===== config.mk =====
export PLATFORM = sky130hd
export DESIGN_NAME = combined_lcg_shuffle_rng
export DESIGN_NICKNAME = d
export VERILOG_FILES = /design/src/rtl/clsr_pkg.sv /design/src/rtl/clsr_ram.sv /design/src/rtl/clsr_lcg_pair.sv /design/src/rtl/clsr_index.sv /design/src/rtl/combined_lcg_shuffle_rng.sv
export SDC_FILE = /design/constraint.sdc
export NUM_CORES = 2
export LEC_CHECK = 0
export BUFFER_PORTS_ARGS = -buffer_cell sky130_fd_sc_hd__buf_2
export CAP_MARGIN = 20
export CELL_PAD_IN_SITES_DETAIL_PLACEMENT = 0
export CELL_PAD_IN_SITES_GLOBAL_PLACEMENT = 1
export CORE_MARGIN = 2
export CORE_UTILIZATION = 30
export CTS_CLUSTER_SIZE = 8
export DETAILED_ROUTE_END_ITERATION = 16
export GPL_TIMING_DRIVEN = 0
export PLACE_DENSITY = 0.62
export RECOVER_POWER = 100
export SLEW_MARGIN = 20
export SYNTH_ARGS = -nofsm -noshare
export SYNTH_HDL_FRONTEND = slang
export SYNTH_HIERARCHICAL = 1
export SYNTH_SLANG_ARGS = --single-unit

===== constraint.sdc =====
create_clock -name clk_i -period 11.1 [get_ports clk_i]
set_clock_uncertainty 0.05 [all_clocks]
set_input_delay 2.22 -clock clk_i [delete_from_list [all_inputs] [get_ports clk_i]]
set_output_delay 2.22 -clock clk_i [all_outputs]
set_load 0.05 [all_outputs]

===== src/rtl/clsr_pkg.sv =====
`timescale 1ns / 1ps
`default_nettype none

package clsr_pkg;

  typedef logic [30:0] word_t;

  // moduli are 2^31 - FOLDx, so the bits above bit 30 fold back times FOLDx
  localparam word_t       MOD1         = 31'd2147483563;
  localparam word_t       MOD2         = 31'd2147483399;
  localparam word_t       SPAN         = 31'd2147483562;
  localparam logic [15:0] MUL1         = 16'd40014;
  localparam logic [15:0] MUL2         = 16'd40692;
  localparam logic [7:0]  FOLD1        = 8'd85;
  localparam logic [7:0]  FOLD2        = 8'd249;
  localparam word_t       SECOND_RESET = 31'd123456789;
  localparam int          WARMUP       = 8;

  // seed of zero or a multiple of MOD1 behaves as 1
  function automatic word_t reduce_seed(input word_t s);
    word_t r;
    r = (s >= MOD1) ? word_t'(s - MOD1) : s;
    if (r == '0) begin
      r = 31'd1;
    end
    return r;
  endfunction

endpackage

`default_nettype wire


===== src/rtl/clsr_ram.sv =====
`timescale 1ns / 1ps
`default_nettype none

module clsr_ram #(
  parameter int WIDTH = 31,
  parameter int DEPTH = 32,
  localparam int AW = $clog2(DEPTH)
) (
  input  wire logic             clk_i,
  input  wire logic             we_i,
  input  wire logic [AW-1:0]    waddr_i,
  input  wire logic [WIDTH-1:0] wdata_i,
  input  wire logic             re_i,
  input  wire logic [AW-1:0]    raddr_i,
  output logic      [WIDTH-1:0] rdata_o
);

  logic [WIDTH-1:0] mem_q [DEPTH];
  logic [WIDTH-1:0] rdata_q;

  always_ff @(posedge clk_i) begin
    if (we_i) begin
      mem_q[waddr_i] <= wdata_i;
    end
    if (re_i) begin
      rdata_q <= mem_q[raddr_i];
    end
  end

  assign rdata_o = rdata_q;

endmodule

`default_nettype wire


===== src/rtl/clsr_lcg_pair.sv =====
`timescale 1ns / 1ps
`default_nettype none

// Both generators: product registered, then folded and reduced.
module clsr_lcg_pair (
  input  wire logic            clk_i,
  input  wire logic            mul_en_i,
  input  wire clsr_pkg::word_t x1_i,
  input  wire clsr_pkg::word_t x2_i,
  output clsr_pkg::word_t      x1_next_o,
  output clsr_pkg::word_t      x2_next_o
);

  logic [46:0] p1_q, p2_q;
  logic [31:0] s1, s2;

  always_ff @(posedge clk_i) begin
    if (mul_en_i) begin
      p1_q <= 47'(x1_i) * 47'(clsr_pkg::MUL1);
      p2_q <= 47'(x2_i) * 47'(clsr_pkg::MUL2);
    end
  end

  // sum stays below twice the modulus, so one subtract finishes it
  always_comb begin
    s1 = 32'(p1_q[30:0]) + 32'(p1_q[46:31]) * 32'(clsr_pkg::FOLD1);
    s2 = 32'(p2_q[30:0]) + 32'(p2_q[46:31]) * 32'(clsr_pkg::FOLD2);
    x1_next_o = (s1 >= 32'(clsr_pkg::MOD1)) ? 31'(s1 - 32'(clsr_pkg::MOD1)) : s1[30:0];
    x2_next_o = (s2 >= 32'(clsr_pkg::MOD2)) ? 31'(s2 - 32'(clsr_pkg::MOD2)) : s2[30:0];
  end

endmodule

`default_nettype wire


===== src/rtl/clsr_index.sv =====
`timescale 1ns / 1ps
`default_nettype none

// Table index = last output / (1 + SPAN / TABLE_SIZE), by exact reciprocal
// multiply; one register stage, running every cycle.
module clsr_index #(
  parameter int TABLE_SIZE = 32,
  localparam int AW = $clog2(TABLE_SIZE)
) (
  input  wire logic            clk_i,
  input  wire clsr_pkg::word_t value_i,
  output logic [AW-1:0]        index_o
);

  localparam longint unsigned DIV   = 64'd1 + 64'd2147483562 / TABLE_SIZE;
  localparam int              L     = $clog2(DIV);
  localparam int              S     = 31 + L;
  localparam logic [63:0]     RECIP = ((64'd1 << S) + DIV - 64'd1) / DIV;
  localparam int              QW    = 64 - S;

  logic [63:0]   prod;
  logic [QW-1:0] quo_q;

  assign prod = {33'd0, value_i} * {31'd0, RECIP[32:0]};

  always_ff @(posedge clk_i) begin
    quo_q <= prod[63:S];
  end

  assign index_o = (quo_q >= QW'(TABLE_SIZE)) ? AW'(TABLE_SIZE - 1) : quo_q[AW-1:0];

endmodule

`default_nettype wire


===== src/rtl/combined_lcg_shuffle_rng.sv =====
`timescale 1ns / 1ps
`default_nettype none

// Channel   Handshake               Payload
// -------   ---------------------   ------------------------
// input     in_valid_i / in_ready_o reseed_i
// output    out_valid_o/out_ready_i value_o
// config    cfg_valid_i/cfg_ready_o seed_i
//
// A draw steps through product, fold plus table RAM read, and mix and write back.
// Seeding adds an init step and TABLE_SIZE+8 warm-up steps of the first
// generator, each through the modular multiplier.
// After reset the first request always seeds, so the table needs no clear.
// A full output register holds the last cycle of a draw; input is taken in
// the idle state or in that last cycle once the beat leaves.
module combined_lcg_shuffle_rng #(
  parameter int TABLE_SIZE = 32
) (
  input  wire logic        clk_i,
  input  wire logic        rst_ni,
  input  wire logic        in_valid_i,
  output logic             in_ready_o,
  input  wire logic        reseed_i,
  output logic             out_valid_o,
  input  wire logic        out_ready_i,
  output logic [30:0]      value_o,
  input  wire logic        cfg_valid_i,
  output logic             cfg_ready_o,
  input  wire logic [30:0] seed_i
);

  localparam int AW = $clog2(TABLE_SIZE);
  localparam int CW = $clog2(TABLE_SIZE + clsr_pkg::WARMUP);

  localparam logic [2:0] ST_IDLE      = 3'd0;
  localparam logic [2:0] ST_SEED_INIT = 3'd1;
  localparam logic [2:0] ST_SEED_MUL  = 3'd2;
  localparam logic [2:0] ST_SEED_RED  = 3'd3;
  localparam logic [2:0] ST_MUL       = 3'd4;
  localparam logic [2:0] ST_RED       = 3'd5;
  localparam logic [2:0] ST_MIX       = 3'd6;

  logic [2:0]      state_q, state_d;
  logic [CW-1:0]   cnt_q, cnt_d;
  logic            seeded_q, seeded_d;
  clsr_pkg::word_t seed_q, seed_d;
  clsr_pkg::word_t x1_q, x1_d, x2_q, x2_d;
  clsr_pkg::word_t last_q, last_d;
  clsr_pkg::word_t value_q, value_d;
  logic            out_valid_q, out_valid_d;
  logic [AW-1:0]   jsel_q, jsel_d;

  clsr_pkg::word_t x1_next, x2_next, rdata, mix_val;
  logic [AW-1:0]   j_idx;
  logic            mul_en, ram_we, ram_re;
  logic [AW-1:0]   ram_waddr;
  clsr_pkg::word_t ram_wdata;
  logic            advance, accept;
  logic signed [32:0] diff, wrapped;

  clsr_lcg_pair u_lcg (
    .clk_i     (clk_i),
    .mul_en_i  (mul_en),
    .x1_i      (x1_q),
    .x2_i      (x2_q),
    .x1_next_o (x1_next),
    .x2_next_o (x2_next)
  );

  clsr_index #(.TABLE_SIZE(TABLE_SIZE)) u_index (
    .clk_i   (clk_i),
    .value_i (last_q),
    .index_o (j_idx)
  );

  clsr_ram #(.WIDTH(31), .DEPTH(TABLE_SIZE)) u_table (
    .clk_i   (clk_i),
    .we_i    (ram_we),
    .waddr_i (ram_waddr),
    .wdata_i (ram_wdata),
    .re_i    (ram_re),
    .raddr_i (j_idx),
    .rdata_o (rdata)
  );

  assign advance     = !out_valid_q || out_ready_i;
  assign in_ready_o  = (state_q == ST_IDLE) || ((state_q == ST_MIX) && advance);
  assign accept      = in_valid_i && in_ready_o;
  assign cfg_ready_o = 1'b1;
  assign out_valid_o = out_valid_q;
  assign value_o     = value_q;

  assign mul_en = (state_q == ST_SEED_MUL) || (state_q == ST_MUL);
  assign ram_re = (state_q == ST_RED);

  // entry minus second generator, wrapped into 1..SPAN
  always_comb begin
    diff    = $signed({2'b00, rdata}) - $signed({2'b00, x2_q});
    wrapped = (diff < 33'sd1) ? diff + $signed({2'b00, clsr_pkg::SPAN}) : diff;
    mix_val = wrapped[30:0];
  end

  always_comb begin
    state_d     = state_q;
    cnt_d       = cnt_q;
    seeded_d    = seeded_q;
    seed_d      = seed_q;
    x1_d        = x1_q;
    x2_d        = x2_q;
    last_d      = last_q;
    value_d     = value_q;
    out_valid_d = out_valid_q;
    jsel_d      = jsel_q;
    ram_we      = 1'b0;
    ram_waddr   = jsel_q;
    ram_wdata   = x1_q;

    if (cfg_valid_i) begin
      seed_d = seed_i;
    end
    if (out_valid_q && out_ready_i) begin
      out_valid_d = 1'b0;
    end

    unique case (state_q)
      ST_IDLE: begin
        if (accept) begin
          state_d = (reseed_i || !seeded_q) ? ST_SEED_INIT : ST_MUL;
        end
      end
      ST_SEED_INIT: begin
        x1_d    = clsr_pkg::reduce_seed(seed_q);
        x2_d    = clsr_pkg::reduce_seed(seed_q);
        cnt_d   = CW'(TABLE_SIZE + clsr_pkg::WARMUP - 1);
        state_d = ST_SEED_MUL;
      end
      ST_SEED_MUL: begin
        state_d = ST_SEED_RED;
      end
      ST_SEED_RED: begin
        x1_d = x1_next;
        // last TABLE_SIZE warm-up steps fill the table, top entry first
        if (cnt_q < CW'(TABLE_SIZE)) begin
          ram_we    = 1'b1;
          ram_waddr = cnt_q[AW-1:0];
          ram_wdata = x1_next;
        end
        if (cnt_q == '0) begin
          last_d   = x1_next;
          seeded_d = 1'b1;
          state_d  = ST_MUL;
        end else begin
          cnt_d   = cnt_q - CW'(1);
          state_d = ST_SEED_MUL;
        end
      end
      ST_MUL: begin
        state_d = ST_RED;
      end
      ST_RED: begin
        x1_d    = x1_next;
        x2_d    = x2_next;
        jsel_d  = j_idx;
        state_d = ST_MIX;
      end
      ST_MIX: begin
        if (advance) begin
          ram_we      = 1'b1;
          last_d      = mix_val;
          value_d     = mix_val;
          out_valid_d = 1'b1;
          if (accept) begin
            state_d = reseed_i ? ST_SEED_INIT : ST_MUL;
          end else begin
            state_d = ST_IDLE;
          end
        end
      end
      default: begin
        state_d = ST_IDLE;
      end
    endcase
  end

  always_ff @(posedge clk_i or negedge rst_ni) begin
    if (!rst_ni) begin
      state_q     <= ST_IDLE;
      cnt_q       <= '0;
      seeded_q    <= 1'b0;
      seed_q      <= 31'd1;
      x1_q        <= '0;
      x2_q        <= clsr_pkg::SECOND_RESET;
      last_q      <= '0;
      out_valid_q <= 1'b0;
    end else begin
      state_q     <= state_d;
      cnt_q       <= cnt_d;
      seeded_q    <= seeded_d;
      seed_q      <= seed_d;
      x1_q        <= x1_d;
      x2_q        <= x2_d;
      last_q      <= last_d;
      out_valid_q <= out_valid_d;
    end
  end

  always_ff @(posedge clk_i) begin
    value_q <= value_d;
    jsel_q  <= jsel_d;
  end

endmodule

`default_nettype wire


# --- Yosys cells after proc, flatten, opt, wreduce, memory -nomap -nowiden ---
# Memories as Yosys holds them, arrays and structs flattened. A register that Yosys moved wholly into a read port is not among the register bits.
# Index checks and enable logic that the tools add are counted.
totals:
  regBits: 268
  mem_bits_rw: 992
  input_bits: 37
  output_inout_bits: 34
  wordCells: 97
  memories: 1
mem_list:
  columns: ["name", "words", "width", "read_ports", "rd_clocked_by_memory_dff", "wr", "line_no", "text"]
  rows:
  - ["u_table.mem_q", 32, 31, 1, 1, 1, "clsr_ram.sv:18", "logic [WIDTH-1:0] mem_q [DEPTH];"]
op_classes:
  add_sub_neg: 8
  multipliers: 5
  magnitude_cmp: 6
  eq_ne: 10
  muxes: 32
  n_reduce_logical: 22
op_table:
  columns: ["op", "n"]
  rows:
  - ["$mux 31", 9]
  - ["$pmux 31 s2", 3]
  - ["$sub 31x31->31 const B", 3]
  - ["$ge 32x31->1 const B", 2]
  - ["$mul 31x32->63 const B", 1]
  - ["$mul 31x15->46 const B", 1]
  - ["$mul 31x14->45 const B", 1]
  - ["$add 31x23->32", 1]
  - ["$add 31x24->32", 1]
  - ["$lt 32x2->1 const B", 1]
  - ["$sub 31x31->32", 1]
  - ["$add 31x8->31 const B", 1]
  - ["$ge 31x31->1 const B", 1]
  - ["$logic_not 31->1", 1]
  - ["$mul 16x8->24 const B", 1]
  - ["$mul 16x7->23 const B", 1]
  - ["$pmux 3 s7", 1]
  - ["$mux 3", 6]
  - ["$mux 5", 3]
  - ["$pmux 6 s2", 1]
  - ["$eq 3x3->1 const B", 3]
  - ["$ne 2x2->1 const B", 4]
  - ["$reduce_and 2->1", 4]
  - ["$reduce_bool 2->1", 4]
  - ["15 further kinds", 28]

# --- Longest topological paths before layout ---
depth:
  depth_word: 8
  mapped_depth: 24

# --- Modules after synthesis ---
# The synthesis kept the hierarchy.
by_module_without_submodules:
  columns: ["module", "n_inst", "cells_each", "area_each_um2", "seq_area_each_um2"]
  rows:
  - ["clsr_ram", 1, 2192, 39474.1, 30719.5]
  - ["clsr_lcg_pair", 1, 2564, 25857.3, 2732.6]
  - ["combined_lcg_shuffle_rng", 1, 1182, 10652.7, 4480.5]
  - ["clsr_index", 1, 250, 2528.7, 120.1]

# --- Least setup slack after synthesis ---
# No wires, ideal clock.
synth_path:
  path_type: "register to register"
  start: "reg x2_q[3]"
  end: "reg u_lcg.p2_q[42], data pin"
  t_arrival_ns: 6.205
  required_ns: 10.790
  path_slack_ns: 4.585
  stages_incl_launch_ff: 22
  synth_period_minus_slack_ns: 6.515
  path_cell_list: "dfrtp_1 fa_1 fa_1 inv_1 fa_1 inv_1 fa_1 fa_1 inv_1 fa_1 inv_1 ha_1 nand3_1 or4b_2 o211ai_1 o31a_1 a211o_1 a41oi_1 o311a_1 a21oi_1 a21oi_1 xnor2_1"
synth_via:
  elab_chain_cells: 1
synth_rtl:
  columns: ["element", "line_no", "text"]
  rows:
  - ["start, declared", "combined_lcg_shuffle_rng.sv:47", "clsr_pkg::word_t x1_q, x1_d, x2_q, x2_d;"]
  - ["start signal, assigned", "combined_lcg_shuffle_rng.sv:192", "x2_q <= clsr_pkg::SECOND_RESET;"]
  - ["$mul 31x14->45", "clsr_lcg_pair.sv:20", "p2_q <= 47'(x2_i) * 47'(clsr_pkg::MUL2);"]
  - ["end signal, assigned", "clsr_lcg_pair.sv:20", null]
  - ["end, declared", "clsr_lcg_pair.sv:14", "logic [46:0] p1_q, p2_q;"]
# No other way between the ends.
# A chain may end at the register's enable or synchronous reset.

# --- Worst setup path after layout ---
layout_path:
  start: "reg u_lcg.p1_q[32]"
  end: "mem u_table.mem_q[24][21], data pin"
layout_via:
  elab_chain_cells: 6
  word_cells_on_any_way: 7
  classes_between: "2 x add/sub; 1 x mul; 1 x order compare; 3 x mux"
layout_rtl:
  columns: ["element", "line_no", "text"]
  rows:
  - ["start, declared", "clsr_lcg_pair.sv:14", null]
  - ["start signal, assigned", "clsr_lcg_pair.sv:19", "p1_q <= 47'(x1_i) * 47'(clsr_pkg::MUL1);"]
  - ["$mul 16x7->23 *", "clsr_lcg_pair.sv:26", "s1 = 32'(p1_q[30:0]) + 32'(p1_q[46:31]) * 32'(clsr_pkg::FOLD1);"]
  - ["$add 31x23->32 *", "clsr_lcg_pair.sv:26", null]
  - ["$sub 31x31->31 or $ge 32x31->1 (tied branches)", "clsr_lcg_pair.sv:28", "x1_next_o = (s1 >= 32'(clsr_pkg::MOD1)) ? 31'(s1 - 32'(clsr_pkg::MOD1)) : s1[30:0];"]
  - ["$mux 31 *", "clsr_lcg_pair.sv:28", null]
  - ["named net x1_next[21]", "combined_lcg_shuffle_rng.sv:53", "clsr_pkg::word_t x1_next, x2_next, rdata, mix_val;"]
  - ["$mux 31 *", "combined_lcg_shuffle_rng.sv:143", "if (cnt_q < CW'(TABLE_SIZE)) begin"]
  - ["$mux 31 *", "combined_lcg_shuffle_rng.sv:125", "unique case (state_q)"]
  - ["named net ram_wdata[21]", "combined_lcg_shuffle_rng.sv:57", "clsr_pkg::word_t ram_wdata;"]
  - ["end, declared", "clsr_ram.sv:18", null]
# The timed path passes the listed nets; every way through them passes the cells marked *.

==> impl_metrics.yaml <==
status:
  status: "finished, violations left"
  failed_checks: "max-capacitance violations, max-slew violations"
critical_path:
  cp-end-kind: "register"
  max_stage_delay_ns: 1.18
  cp-start-kind: "register"
  r2r-start: "u_lcg/p1_q[32]"
  critical_path.most_common_cell: "fa_1"
  cp_data_arrival_time_ns: 9.68
  critPathKind: "reg -> reg"
  critPathRequiredTime_ns: 11.45
  startpoint: "u_lcg/p1_q[32]"
  cp_num_buf_inv: 3
  crit_cells: 19
  reg2reg_slack_ns: 1.77
  worstPathMaxFanout: 32
  worstRegToRegCells: 19
  crit_path_end: "u_table/mem_q[24][21]"
  cpLargestDelayFamily: "simple AND/OR/NAND/NOR gates"
  r2r-end: "u_table/mem_q[24][21]"
  critPathSlowestCell: "mux2_1"
  crit_chain: "ha_1 > inv_1 > fa_1 > fa_1 > fa_1 > inv_1 > ha_1 > or3_1 > a41oi_1 > xor2_1 > nor4b_1 > nand4_1 > or4_1 > nor4_1 > a21oi_1 > clkbuf_1 > nand4b_1 > xnor2_1 > mux2_1"
sta:
  tightestPinTransition_ns: 4.94
  fin_crit_ns: 9.33
  finalSetupTns_ns: 0
  hold_viol: 0
  hold_ws_ns: 0.442
  slew_violations: 747
  fmax_mhz: 107
  rsz0062_at_grt: "false"
  max_slew_margin_pct: -229
  finalSetupViolCount: 0
  finalCritPeriodShare_pct: 84.0
yosys:
  synth_seq_cells: 1291
  yosys_most_used_dff: "edfxtp_1"
  syn_avg_cell_area_um2: 12.7
  synth.distinct_cells: 100
  ys_async_sr_fraction_pct: 10.5
  syn-num-nets: 7291
  yosysWarnings: 6
  yosysSeqAreaShare_pct: 48.5
  synth_edf_count: 1150
  netlist_instances: 6188
  netlist_area_um2: 78500
clocking:
  insertion_delay_ns: 0.87
  htreeDepth: 4
  tritoncts: "built"
  cts_setup_buffers: 0
  ctsLongestPathBuffers: 3
  post_cts_resized: 0
  cts.clk_slew.worst_paths_ns: 0.06
  cts_buffers: 182
  cts_sinks: 1291
  clock-root-buffer: "clkbuf_16"
  ctsHoldBuffers: 0
layout:
  mostFrequentLayoutCells: "edfxtp_1 (1150), inv_1 (646), ha_1 (616), mux2i_1 (517), fa_1 (450)"
  nets: 7589
  final_cells: 10000
  drive_gt1_share_pct: 6.16
  syn2layout_area_growth_pct: 12.6
  fillers: 25700
  mostFrequentLayoutCell: "edfxtp_1"
floorplan:
  dieArea_um2: 266000
  die_h_um: 516
  coreArea_um2: 260000
  io_pins: 71
  initial_core_util_pct: 30.2
  num_rows: 187
  die_w_um: 516
min_path:
  min_path_type: "reg -> reg"
  min-delay-start: "seeded_q"
drt:
  via_count: 50300
  drt_iter0_markers: 3892
  drc: 0
  vias_per_cell: 5.01
  dr.pass1.iters: 6
  postRouteAntennaNets: 0
  wl_per_cell_um: 23.1
  drt_wl_total_um: 232000
place:
  gp_congestion: 0.924
  port_buffers: 69
  dp.cells: 9798
  place_hpwl_um: 178000
grt:
  antenna_found_initial: 11
  grt.overflow.total: 0
  grt_max_degree: 89
  grt_pass1_wl_um: 342000
  grt_pass1_vias: 51100
  grt.total_usage_pct: 17.4
flow_run:
  cap_viol_max_count: 28
stage by stage:
step                cell area (um^2)  setup WS (ns)  util (%)
floorplan                      78500           4.58         -
global placement               83200           2.87      32.0
detailed placement             84500           2.84      32.5
CTS                            89600           2.74      34.5
global route                   88400           1.21      34.0
finish                         88400           1.77      34.0
per-layer routing:
layer | track usage, % | part of all wire (%)
met5 | 0 | 0.0060
met4 | 4.82 | 2.6
met3 | 2.88 | 6.1
met2 | 28.3 | 47
met1 | 23.9 | 45
kinds of logic (layout without fill, tap and decap cells):
kind of cell,count (synthesis),count (layout),share of synthesized area [%]
flops,1291,1291,48.5
simple gates,1104,1104,6.89
fa+ha+maj,1066,1066,21.3
compound gates,1059,1059,8.91
buf+inv,861,1214,4.40
mux,588,588,7.61
xor+xnor,218,218,2.43
other cells,1,4,0.00478
sequential cells by signal, summed over array words and instances (netlist names), 31 cells and up:
name	flops
u_table/mem_q	992
u_lcg/p1_q	46
u_table/rdata_o	31
seed_q	31
last_q	31
value_o	31
u_lcg/p2_q	45
x2_q	31
x1_q	31
worst min-delay path by stage:
stage	end	depth (start not counted)
3_5_place_dp	seeded_q	1
3_3_place_gp	seeded_q	1
4_1_cts	seeded_q	1
6_report	seeded_q	1
5_1_grt	seeded_q	1
2_1_floorplan	seeded_q	1
cell usage after synthesis (31+ instances only):
library cell | instances | share of area, %
ha_1 | 616 | 9.8
nand3_1 | 164 | 1.0
edfxtp_1 | 1150 | 44
buf_2 | 37 | 0.24
nand2_1 | 309 | 1.5
a21oi_1 | 329 | 2.1
mux2_2 | 71 | 1.0
nand2b_1 | 41 | 0.33
nand4_1 | 42 | 0.33
nor2_1 | 256 | 1.2
nor3_1 | 82 | 0.52
nor2b_1 | 31 | 0.25
a211oi_1 | 52 | 0.50
dfrtp_1 | 118 | 3.8
a22oi_1 | 96 | 0.92
inv_1 | 645 | 3.1
o21ai_0 | 156 | 0.99
mux2i_1 | 517 | 6.6
fa_1 | 450 | 11
a31oi_1 | 41 | 0.33
clkbuf_1 | 124 | 0.59
a21o_1 | 105 | 1.0
xnor2_1 | 137 | 1.5
a22o_1 | 76 | 0.85
xor2_1 | 81 | 0.90
buf_4 | 34 | 0.33
area by class of cell:
class                      instances  area [um^2]  share of cell area [%]
tap                             3496         4370                    4.95
clock inverter                    22          437                   0.494
buffer                           214         1010                    1.14
timing repair buffer             114          468                   0.530
clock buffer                     217         4700                    5.31
antenna                            3         7.51                 0.00850
inverter                         647         2430                    2.75
sequential                      1291        38100                    43.1
multi-input combinational       4036        36900                    41.8
Power is not shown: default switching activity piles up to over one toggle a cycle in this logic, so the estimate is an artifact.
